==> config.mk <==
export PLATFORM = sky130hd
export DESIGN_NAME = json_string_unescaper
export DESIGN_NICKNAME = d
export VERILOG_FILES = /design/src/rtl/core/jsu_pkg.sv /design/src/rtl/core/jsu_front.sv /design/src/rtl/core/jsu_queue.sv /design/src/rtl/core/jsu_back.sv /design/src/rtl/core/json_string_unescaper.sv
export SDC_FILE = /design/constraint.sdc
export NUM_CORES = 1
export LEC_CHECK = 0
export BUFFER_PORTS_ARGS = -buffer_cell sky130_fd_sc_hd__buf_4
export CAP_MARGIN = 20
export CORE_ASPECT_RATIO = 0.8
export CORE_MARGIN = 4
export CORE_UTILIZATION = 51
export DETAILED_ROUTE_END_ITERATION = 6
export PLACE_DENSITY = 0.82
export SETUP_SLACK_MARGIN = 0.15
export SYNTH_ARGS = -nofsm -noshare
export SYNTH_HDL_FRONTEND = slang
export SYNTH_SLANG_ARGS = --single-unit
==> constraint.sdc <==
create_clock -name clk -period 4.5 [get_ports clk]
set_clock_uncertainty 0.15 [all_clocks]
set_input_delay 0.675 -clock clk [delete_from_list [all_inputs] [get_ports clk]]
set_output_delay 0.675 -clock clk [all_outputs]
set_load 0.02 [all_outputs]
==> src/rtl/core/jsu_pkg.sv <==
// Shared types and codes for the JSON string unescaper.
`timescale 1ns / 1ps

package jsu_pkg;

  localparam int unsigned QUEUE_DEPTH = 2;

  localparam logic [1:0] ST_DATA = 2'd0;
  localparam logic [1:0] ST_OK   = 2'd1;
  localparam logic [1:0] ST_BAD  = 2'd2;

  typedef struct packed {
    logic [7:0] data_byte;
    logic       end_of_input;
  } in_item_t;

  typedef struct packed {
    logic [7:0] out_byte;
    logic [1:0] status;
    logic       last_of_run;
  } out_item_t;

  // Up to three results caused by one input byte.
  typedef struct packed {
    logic [1:0] cnt;
    logic [1:0] status;
    logic [7:0] b0;
    logic [7:0] b1;
    logic [7:0] b2;
  } job_t;

endpackage

==> src/rtl/core/jsu_front.sv <==
// Parser front end: tracks the string state and turns each byte into a job.
`timescale 1ns / 1ps

module jsu_front
  import jsu_pkg::*;
(
  input  logic     clk,
  input  logic     rst,
  input  logic     accept,
  input  in_item_t item,
  output logic     push,
  output job_t     job
);

  typedef enum logic [2:0] {
    MODE_WAIT,
    MODE_BODY,
    MODE_ESC,
    MODE_HEX,
    MODE_DONE
  } mode_t;

  mode_t       mode, mode_next;
  logic [1:0]  digits, digits_next;
  logic [15:0] cp, cp_next;

  logic [7:0]  c;
  logic        last;
  logic [4:0]  hv;
  logic [15:0] cp_shift;
  logic        bad, ok;

  function automatic logic [4:0] hex_value(input logic [7:0] ch);
    logic [4:0] v;
    v = 5'd16;
    if (ch >= "0" && ch <= "9") v = 5'(ch - 8'h30);
    else if (ch >= "a" && ch <= "f") v = 5'(ch - 8'h57);
    else if (ch >= "A" && ch <= "F") v = 5'(ch - 8'h37);
    return v;
  endfunction

  assign c        = item.data_byte;
  assign last     = item.end_of_input;
  assign hv       = hex_value(c);
  assign cp_shift = {cp[11:0], hv[3:0]};

  always_comb begin
    mode_next   = mode;
    digits_next = digits;
    cp_next     = cp;
    job         = '0;
    job.status  = ST_DATA;
    bad         = 1'b0;
    ok          = 1'b0;
    case (mode)
      MODE_WAIT: begin
        if (c == 8'h22 && !last) mode_next = MODE_BODY;
        else bad = 1'b1;
      end
      MODE_BODY: begin
        if (c == 8'h22) ok = 1'b1;
        else if (last) bad = 1'b1;
        else if (c == 8'h5C) mode_next = MODE_ESC;
        else begin
          job.cnt = 2'd1;
          job.b0  = c;
        end
      end
      MODE_ESC: begin
        if (last) begin
          bad = 1'b1;
        end else begin
          mode_next = MODE_BODY;
          job.cnt   = 2'd1;
          case (c)
            8'h22, 8'h5C, 8'h2F: job.b0 = c;
            8'h6E: job.b0 = 8'h0A;
            8'h72: job.b0 = 8'h0D;
            8'h74: job.b0 = 8'h09;
            8'h62: job.b0 = 8'h08;
            8'h66: job.b0 = 8'h0C;
            8'h75: begin
              job.cnt     = 2'd0;
              mode_next   = MODE_HEX;
              digits_next = 2'd0;
              cp_next     = 16'd0;
            end
            default: bad = 1'b1;
          endcase
        end
      end
      MODE_HEX: begin
        if (hv[4] || last) begin
          bad = 1'b1;
        end else begin
          cp_next = cp_shift;
          if (digits != 2'd3) begin
            digits_next = digits + 2'd1;
          end else begin
            digits_next = 2'd0;
            mode_next   = MODE_BODY;
            if (cp_shift < 16'h0080) begin
              job.cnt = 2'd1;
              job.b0  = cp_shift[7:0];
            end else if (cp_shift < 16'h0800) begin
              job.cnt = 2'd2;
              job.b0  = 8'hC0 | {3'd0, cp_shift[10:6]};
              job.b1  = 8'h80 | {2'd0, cp_shift[5:0]};
            end else begin
              job.cnt = 2'd3;
              job.b0  = 8'hE0 | {4'd0, cp_shift[15:12]};
              job.b1  = 8'h80 | {2'd0, cp_shift[11:6]};
              job.b2  = 8'h80 | {2'd0, cp_shift[5:0]};
            end
          end
        end
      end
      default: ;
    endcase

    if (bad || ok) begin
      job        = '0;
      job.cnt    = 2'd1;
      job.status = bad ? ST_BAD : ST_OK;
      mode_next  = MODE_DONE;
    end
    if (last) begin
      mode_next   = MODE_WAIT;
      digits_next = 2'd0;
      cp_next     = 16'd0;
    end
  end

  assign push = accept && (job.cnt != 2'd0);

  always_ff @(posedge clk) begin
    if (rst) begin
      mode   <= MODE_WAIT;
      digits <= 2'd0;
      cp     <= 16'd0;
    end else if (accept) begin
      mode   <= mode_next;
      digits <= digits_next;
      cp     <= cp_next;
    end
  end

endmodule

==> src/rtl/core/jsu_queue.sv <==
// Short job queue between the parser and the result sequencer.
`timescale 1ns / 1ps

module jsu_queue
  import jsu_pkg::*;
#(
  parameter int unsigned Depth = QUEUE_DEPTH
) (
  input  logic clk,
  input  logic rst,
  input  logic push,
  input  job_t wr_job,
  input  logic pop,
  output job_t rd_job,
  output logic full,
  output logic empty
);

  localparam int unsigned PtrW = (Depth > 1) ? $clog2(Depth) : 1;
  localparam int unsigned CntW = $clog2(Depth + 1);

  job_t            mem [Depth];
  logic [PtrW-1:0] wptr, rptr;
  logic [CntW-1:0] count;

  assign full   = (count == CntW'(Depth));
  assign empty  = (count == '0);
  assign rd_job = mem[rptr];

  always_ff @(posedge clk) begin
    if (push) mem[wptr] <= wr_job;
  end

  always_ff @(posedge clk) begin
    if (rst) begin
      wptr  <= '0;
      rptr  <= '0;
      count <= '0;
    end else begin
      if (push) wptr <= (wptr == PtrW'(Depth - 1)) ? '0 : wptr + 1'b1;
      if (pop) rptr <= (rptr == PtrW'(Depth - 1)) ? '0 : rptr + 1'b1;
      if (push && !pop) count <= count + 1'b1;
      else if (pop && !push) count <= count - 1'b1;
    end
  end

  a_no_overflow: assert property (@(posedge clk) disable iff (rst) push |-> !full)
    else $error("Job pushed into a full queue.");
  a_no_underflow: assert property (@(posedge clk) disable iff (rst) pop |-> !empty)
    else $error("Job popped from an empty queue.");
  a_count_range: assert property (@(posedge clk) disable iff (rst)
    count <= CntW'(Depth))
    else $error("Queue count out of range.");

endmodule

==> src/rtl/core/jsu_back.sv <==
// Result sequencer: holds one job and hands out its results one per cycle while ready is high.
`timescale 1ns / 1ps

module jsu_back
  import jsu_pkg::*;
(
  input  logic      clk,
  input  logic      rst,
  input  logic      q_empty,
  input  job_t      q_job,
  output logic      pop,
  output logic      valid,
  input  logic      ready,
  output out_item_t item
);

  job_t       cur;
  logic       cur_valid;
  logic [1:0] idx;
  logic       fin, load;

  assign valid = cur_valid;

  always_comb begin
    case (idx)
      2'd0:    item.out_byte = cur.b0;
      2'd1:    item.out_byte = cur.b1;
      default: item.out_byte = cur.b2;
    endcase
    item.status      = cur.status;
    item.last_of_run = (idx == cur.cnt - 2'd1);
  end

  assign fin  = cur_valid && ready && item.last_of_run;
  assign load = !cur_valid || fin;
  assign pop  = load && !q_empty;

  always_ff @(posedge clk) begin
    if (load) cur <= q_job;
  end

  always_ff @(posedge clk) begin
    if (rst) begin
      cur_valid <= 1'b0;
      idx       <= 2'd0;
    end else if (load) begin
      cur_valid <= !q_empty;
      idx       <= 2'd0;
    end else if (ready) begin
      idx <= idx + 2'd1;
    end
  end

  a_status_ends: assert property (@(posedge clk) disable iff (rst)
    (valid && item.status != ST_DATA) |-> item.last_of_run)
    else $error("Status item is not the last of its run.");
  a_job_nonempty: assert property (@(posedge clk) disable iff (rst)
    cur_valid |-> cur.cnt != 2'd0)
    else $error("Empty job reached the output.");
  a_idx_range: assert property (@(posedge clk) disable iff (rst)
    cur_valid |-> idx < cur.cnt)
    else $error("Result index past the end of the job.");

endmodule

==> src/rtl/core/json_string_unescaper.sv <==
// Top level of the JSON string unescaper: parser, job queue and result sequencer.
// Each job is written to the queue, then loaded into the sequencer, before it is offered.
// Throughput: one byte per cycle while each byte yields at most one result and the
// output is ready; the two or three UTF-8 bytes of a \uXXXX escape go out one by one.
// The two-entry job queue lets the parser keep taking bytes while the output stalls.
// Reset returns the parser to waiting for an opening quote and empties the queue.
`timescale 1ns / 1ps

module json_string_unescaper
  import jsu_pkg::*;
#(
  parameter int unsigned QueueDepth = QUEUE_DEPTH
) (
  input  logic      clk,
  input  logic      rst,
  input  logic      byte_valid,
  output logic      byte_ready,
  input  in_item_t  byte_item,
  output logic      result_valid,
  input  logic      result_ready,
  output out_item_t result_item
);

  logic q_full, q_empty, push, pop;
  job_t new_job, head_job;

  assign byte_ready = !q_full;

  jsu_front u_front (
    .clk    (clk),
    .rst    (rst),
    .accept (byte_valid && byte_ready),
    .item   (byte_item),
    .push   (push),
    .job    (new_job)
  );

  jsu_queue #(
    .Depth (QueueDepth)
  ) u_queue (
    .clk    (clk),
    .rst    (rst),
    .push   (push),
    .wr_job (new_job),
    .pop    (pop),
    .rd_job (head_job),
    .full   (q_full),
    .empty  (q_empty)
  );

  jsu_back u_back (
    .clk     (clk),
    .rst     (rst),
    .q_empty (q_empty),
    .q_job   (head_job),
    .pop     (pop),
    .valid   (result_valid),
    .ready   (result_ready),
    .item    (result_item)
  );

endmodule
==> results of run 1 <==
==> layer usage <==
| layer | track usage, % | wire (um) | vias up | share of wire, % |
|---|---|---|---|---|
| met3 | 4.88 | 623 | 11 | 6.1 |
| met4 | 5.07 | 129 | 0 | 1.3 |
| met5 | 0 | 0 | - | 0 |
| li1 | - | - | 1634 | - |
| met1 | 26.6 | 4720 | 1624 | 46 |
| met2 | 31.2 | 4730 | 118 | 46 |
==> power by group <==
group	switching [mW]	total, mW	internal, mW
sequential	0.0893	1.37	1.28
combinational	0.395	0.713	0.318
clock	0.334	0.771	0.437
total	0.818	2.85	2.03
==> cell type report <==
type | instances | area share, %
Clock buffer | 10 | 4.15
Tap cell | 115 | 2.61
Sequential cell | 102 | 51.1
Clock inverter | 6 | 1.29
Timing Repair Buffer | 29 | 4.67
Multi-Input combinational cell | 287 | 35.6
Inverter | 8 | 0.544
==> cell usage in the layout, fill, tap and decap left out, types with 14 or more instances in the layout <==
cell / count
nor3_1: 14
nand2_1: 25
dfxtp_1: 24
buf_4: 27
a21oi_1: 21
o21ai_0: 14
nor2_1: 23
edfxtp_1: 78
nand3_1: 23
nand2b_1: 20
mux2_2: 27
==> worst min-delay path, delay by kind of cell (launching register included) <==
family,cells,cell delay [ns]
AOI/OAI and AO/OA,1,0.05
DFF,1,0.32
and+or+nand+nor,1,0.07
==> cell families (layout without fill, tap and decap cells) <==
| family | Yosys count | count (layout) |
|---|---|---|
| compound gates | 93 | 93 |
| xor+xnor | 7 | 7 |
| fa+ha+maj | 8 | 8 |
| buf+inv | 37 | 53 |
| flops | 102 | 102 |
| mux | 30 | 30 |
| simple gates | 149 | 149 |
==> sequential cells by signal (all words and copies together) (netlist names) <==
name            count
u_queue.count       2
u_front.mode        3
u_front.digits      2
u_queue.wptr        1
u_front.cp         12
u_queue.mem        52
u_back.idx          2
u_back.item         2
u_back.valid        1
u_queue.rptr        1
u_back.cur         24
==> worst max-delay path by stage <==
stage                     cells past startpoint  slack, ns    startpoint                 end
after floorplan                               9       0.69  byte_item[1]   u_queue.mem[1][0]
after global placement                        9       0.63  byte_item[2]  u_queue.mem[0][12]
after CTS                                    12       0.95  byte_item[1]    u_queue.count[1]
final                                        12       0.92  byte_item[1]    u_queue.count[1]
after detailed placement                     12       0.62  byte_item[1]    u_queue.count[1]
after global routing                         13       0.74  byte_item[1]    u_queue.count[1]
==> metrics by stage <==
| stage | std cells | worst slack, ns | power [mW] | area, um2 | hold WS, ns |
|---|---|---|---|---|---|
| after floorplan | 426 | 0.692 | 1.84 | 4940 | 0.296 |
| after global placement | 539 | 0.629 | 2.03 | 5170 | 0.306 |
| after detailed placement | 541 | 0.621 | 2.11 | 5220 | 0.333 |
| after CTS | 557 | 0.946 | 2.88 | 5520 | 0.345 |
| after global routing | 557 | 0.737 | 3.00 | 5520 | 0.371 |
| final | 557 | 0.915 | 2.85 | 5520 | 0.340 |
==> impl_metrics.py, run 1 <==
metrics = {
    "drt": {
        "ant_nets": 0,
        "drt_pre_antenna_iters": 5,
        "wl_mm": 10.2,
        "drt_iter0_markers": 326,
        "vias_per_cell": 6.08,
        "via_count": 3387,
        "routedWlPerCell_um": 18.3,
        "drc": 0,
    },
    "logic_synthesis": {
        "synth_area_leaders": "edfxtp_1 (47%), dfxtp_1 (9.7%), mux2_2 (6.2%)",
        "synth.most_common_cell": "edfxtp_1",
        "yosysWarnings": 0,
        "syn_area_um2": 4940,
        "synth.area.mux_share_pct": 6.77,
        "synthArstFlopShare_pct": 0,
        "ys_seq_area_share_pct": 57.2,
        "yosys.area.top_type": "edfxtp_1",
        "synth.distinct_cells": 63,
        "yosys.area_share.simple_pct": 16.9,
        "yosys-top-cells-count": "edfxtp_1 (78), mux2_2 (27), nand2_1 (25), dfxtp_1 (24), nor2_1 (24)",
        "synth_edf_count": 78,
        "synth_top_area_share_pct": 47.5,
        "synth_fp_nets": 447,
        "avgSynthCellArea_um2": 11.6,
        "synthAdderAreaFrac_pct": 2.03,
        "synth_top_family_by_area": "simple AND/OR/NAND/NOR gates",
        "synth_ff_type": "edfxtp_1",
        "syn_inst": 426,
        "ys_ff_latch": 102,
        "synth-xor-area-share_pct": 1.24,
        "synth_compound_area_share_pct": 12.6,
    },
    "power_and_ir_drop": {
        "powerDensity_nw_per_um2": 517,
        "vdd_drop_max_uv": 210,
        "p_leak_nw": 1.96,
    },
    "final_layout": {
        "fillers": 730,
        "area_growth_pct": 11.9,
        "antenna_cells": 0,
        "fin_util_pct": 59.8,
        "regArea_um2": 2820,
        "multi_input_area_um2": 1970,
        "drive_gt1_share_pct": 18.8,
        "final_nets": 458,
    },
    "global_routing": {
        "track_usage_pct": 19.4,
        "antenna_found_initial": 0,
        "grt_overflow": 0,
        "grt_max_degree": 31,
        "grt_first_pass_wirelength_mm": 17.3,
        "grt_pass1_vias": 3279,
    },
    "hold_path": {
        "hold_class": "register to register",
        "hp-start": "u_front.digits[1]",
        "holdPathEnd": "u_front.digits[1]",
        "worstHoldPathCells": 2,
    },
    "setup_path": {
        "timing.rr.end": "u_queue.count[1]",
        "rr_worst_depth": 9,
        "cp_common_cell": "ha_1",
        "r2r_slack_ns": 1.34,
        "critPathTopFamily": "simple AND/OR/NAND/NOR gates",
        "worstPathArrival_ns": 3.70,
        "crit_buf_inv": 2,
        "cpPeakStageDelay_ns": 0.50,
        "crit_type": "input port to register",
        "r2r_start": "u_front.mode[1]",
        "cp_max_fo": 8,
        "required_ns": 4.62,
        "slowest_stage": "nor3_1",
        "critPathCaptureType": "register",
        "cp_cell_sequence": "buf_4, inv_1, ha_1, or3b_1, a2111o_1, nand3_1, o221ai_2, nor3_1, nor2_1, ha_1, or3_1, a21oi_1",
        "start_kind": "input port",
    },
    "cts": {
        "ctsResizeCount": 0,
        "cts.clk_slew.worst_paths_ns": 0.07,
        "ctsHoldBuffers": 0,
        "clkSinkCount": 102,
        "htreeDepth": 3,
        "cts-buffers-inserted": 9,
        "insertion_delay_ns": 0.34,
        "cts_tree": "yes",
        "postCtsSetupBuffers": 0,
        "cts_root_buf": "clkbuf_16",
        "clock_path_buffers": 2,
    },
    "place": {
        "dp_hpwl_mm": 7.11,
        "port_buffers": 25,
        "globalplace.congestion": 0.930,
    },
    "timing": {
        "slew_headroom_pct": 38.3,
        "grt_setup_unrepaired": "no",
        "worst_pin_slew_ns": 0.926,
        "hold_viol": 0,
        "drv_slew": 0,
        "setup_viol": 0,
        "fmax_mhz": 279,
        "finalCriticalPeriod_ns": 3.58,
        "finalCritPeriodShare_pct": 79.7,
        "setup_tns_ns": 0,
    },
    "floorplan": {
        "core_area_um2": 9230,
        "die_w_um": 118,
        "dieHeight_um": 96.0,
        "rows": 31,
        "die-area_um2": 11300,
        "start_util_pct": 53.5,
        "pin_count": 26,
    },
    "run_status": {
        "status": "completed",
    },
    "job": {
        "drv_cap": 0,
    },
}
Power figures use the tool's default switching activity.
==> run 2, diff against run 1 <==
- PLACE_DENSITY: 0.82 -> 0.79
- clock period: 4.5 -> 3.3 ns (I/O delays scaled with it)
==> run 2 against run 1 <==
Compared with the run above: utilization is 0.85 points higher; die area stayed put; worst hold slack got worse by 0.042 ns; global-route usage fell by 0.16 points; worst setup slack lost 0.52 ns; first-iteration DRC count shrank 28%; non-clock buffer count grew 13.
==> impl_metrics.py, run 2 (synthesis results as in run 1) <==
metrics = {
    "run_status": {
        "status": "completed",
    },
    "setup_path": {
        "worstPathArrival_ns": 3.02,
        "r2r_start": "u_front.mode[0]",
        "crit_end": "u_queue.count[1]",
        "crit_type": "input port to register",
        "crit_buf_inv": 4,
        "cpPeakStageDelay_ns": 0.35,
        "cp_max_fo": 7,
        "timing.rr.end": "u_queue.count[1]",
        "cp.depth": 14,
        "cp_cell_sequence": "buf_4, inv_1, buf_4, ha_1, nor4b_1, a211o_1, nor2_4, o221ai_2, nor3_2, buf_4, nor2_1, ha_1, or3_1, a21oi_1",
        "r2r_slack_ns": 0.41,
        "startpoint": "byte_item[1]",
        "start_kind": "input port",
        "critPathCaptureType": "register",
        "required_ns": 3.42,
        "slowest_stage": "or3_1",
        "rr_worst_depth": 10,
        "critPathTopFamily": "simple AND/OR/NAND/NOR gates",
        "cp_common_cell": "buf_4",
    },
    "global_routing": {
        "grt_overflow": 0,
        "grt_first_pass_wirelength_mm": 17.2,
        "grt_max_degree": 30,
        "track_usage_pct": 19.2,
        "grt_pass1_vias": 3399,
        "antenna_found_initial": 0,
    },
    "cts": {
        "clkSinkCount": 102,
        "htreeDepth": 3,
        "insertion_delay_ns": 0.35,
        "ctsHoldBuffers": 0,
        "cts.clk_slew.worst_paths_ns": 0.07,
        "cts-buffers-inserted": 9,
        "postCtsSetupBuffers": 0,
        "cts_tree": "yes",
        "clock_path_buffers": 2,
        "cts_root_buf": "clkbuf_16",
    },
    "final_layout": {
        "final_nets": 471,
        "reg_top3": "u_queue.mem (52), u_back.cur (24), u_front.cp (12)",
        "area_growth_pct": 13.5,
        "drive_gt1_share_pct": 21.5,
        "largest_reg_flops": 52,
        "layout_common_cells": "edfxtp_1 (78), buf_4 (40), mux2_2 (27)",
        "max_flop_register": "u_queue.mem",
        "fin_util_pct": 60.7,
        "antenna_cells": 0,
        "final_cell_count_no_fill": 570,
        "final_common_cell": "edfxtp_1",
    },
    "floorplan": {
        "dieHeight_um": 96.0,
        "die_w_um": 118,
        "start_util_pct": 53.5,
        "core_area_um2": 9230,
        "pin_count": 26,
        "rows": 31,
        "die-area_um2": 11300,
    },
    "timing": {
        "worst_slack_ns": 0.400,
        "worst_pin_slew_ns": 0.616,
        "setup_tns_ns": 0,
        "hold_viol": 0,
        "drv_slew": 0,
        "finalCritPeriodShare_pct": 87.9,
        "grt_setup_unrepaired": "no",
        "setup_viol": 0,
        "slew_headroom_pct": 58.6,
        "fmax_mhz": 345,
        "finalCriticalPeriod_ns": 2.90,
        "whs_ns": 0.298,
    },
    "drt": {
        "drc": 0,
        "via_count": 3420,
        "drt_iter0_markers": 234,
        "wl_mm": 10.2,
        "ant_nets": 0,
        "vias_per_cell": 6.00,
        "drt_pre_antenna_iters": 5,
        "routedWlPerCell_um": 17.9,
    },
    "hold_path": {
        "worstHoldPathCells": 3,
        "hold_class": "input port to register",
    },
    "power_and_ir_drop": {
        "vdd_drop_max_uv": 288,
        "p_leak_nw": 2.01,
        "powerDensity_nw_per_um2": 681,
    },
    "job": {
        "drv_cap": 0,
    },
    "place": {
        "place_inst": 554,
        "dp_hpwl_mm": 7.13,
        "pre_cts_slack_ns": 0.0612,
        "globalplace.congestion": 0.916,
        "port_buffers": 25,
    },
}
==> run 2: changes by cell type in the layout (fill, tap and decap cells not counted), sizes merged <==
cell      delta
bufinv       -1
clkinv       -1
inv          +1
buf         +13
clkinvlp     +1
==> run 2: through the flow <==
step                      area, um2  power [mW]
final                          5600        3.82
after global routing           5600        4.01
after CTS                      5600        3.84
after detailed placement       5320        2.86
after global placement         5320        2.82
after floorplan                4960        2.51
==> run 2: worst min path at each step <==
stage	slack, ns	end	start
after detailed placement	0.32	u_front.digits[1]	u_front.digits[1]
after global routing	0.31	u_back.idx[0]	result_ready
after global placement	0.31	u_front.digits[1]	u_front.digits[1]
final	0.30	u_back.idx[0]	result_ready
after CTS	0.29	u_back.idx[0]	result_ready
after floorplan	0.30	u_front.digits[1]	u_front.digits[1]
==> run 2: cell type report <==
type | instances | area, um2
multi-input combinational | 287 | 1980
tap | 115 | 144
inverter | 8 | 30.0
clock inverter | 6 | 52.6
timing repair buffer | 42 | 340
clock buffer | 10 | 229
fill | 737 | 3630
sequential | 102 | 2820
==> run 2: routing by layer <==
metal | vias to the layer above | global-route usage [%] | routed length, um
met1 | 1636 | 26.8 | 5020
met5 | - | 0 | 0
met2 | 107 | 30.5 | 4580
li1 | 1665 | - | -
met4 | 0 | 5.66 | 120
met3 | 12 | 4.29 | 474
==> run 2: worst min-delay path: cells and delay by family <==
kind	cells	cell delay, ns
xor+xnor	1	0.11
buf+inv	1	0.10
simple gates	1	0.04
==> run 2: report_power, final <==
part	leakage, nW	switching (mW)	total, mW	internal, mW
logic	0.915	0.557	0.985	0.428
clock network	0.132	0.472	0.995	0.523
registers	0.962	0.0943	1.84	1.74
total	2.01	1.12	3.82	2.69
==> run 2: repair_timing <==
| item | in CTS | in global routing |
|---|---|---|
| setup endpoints to repair | 0 | 1 |
| endpoints found under the hold margin | 0 | 0 |
| resized for setup | 0 | 1 |
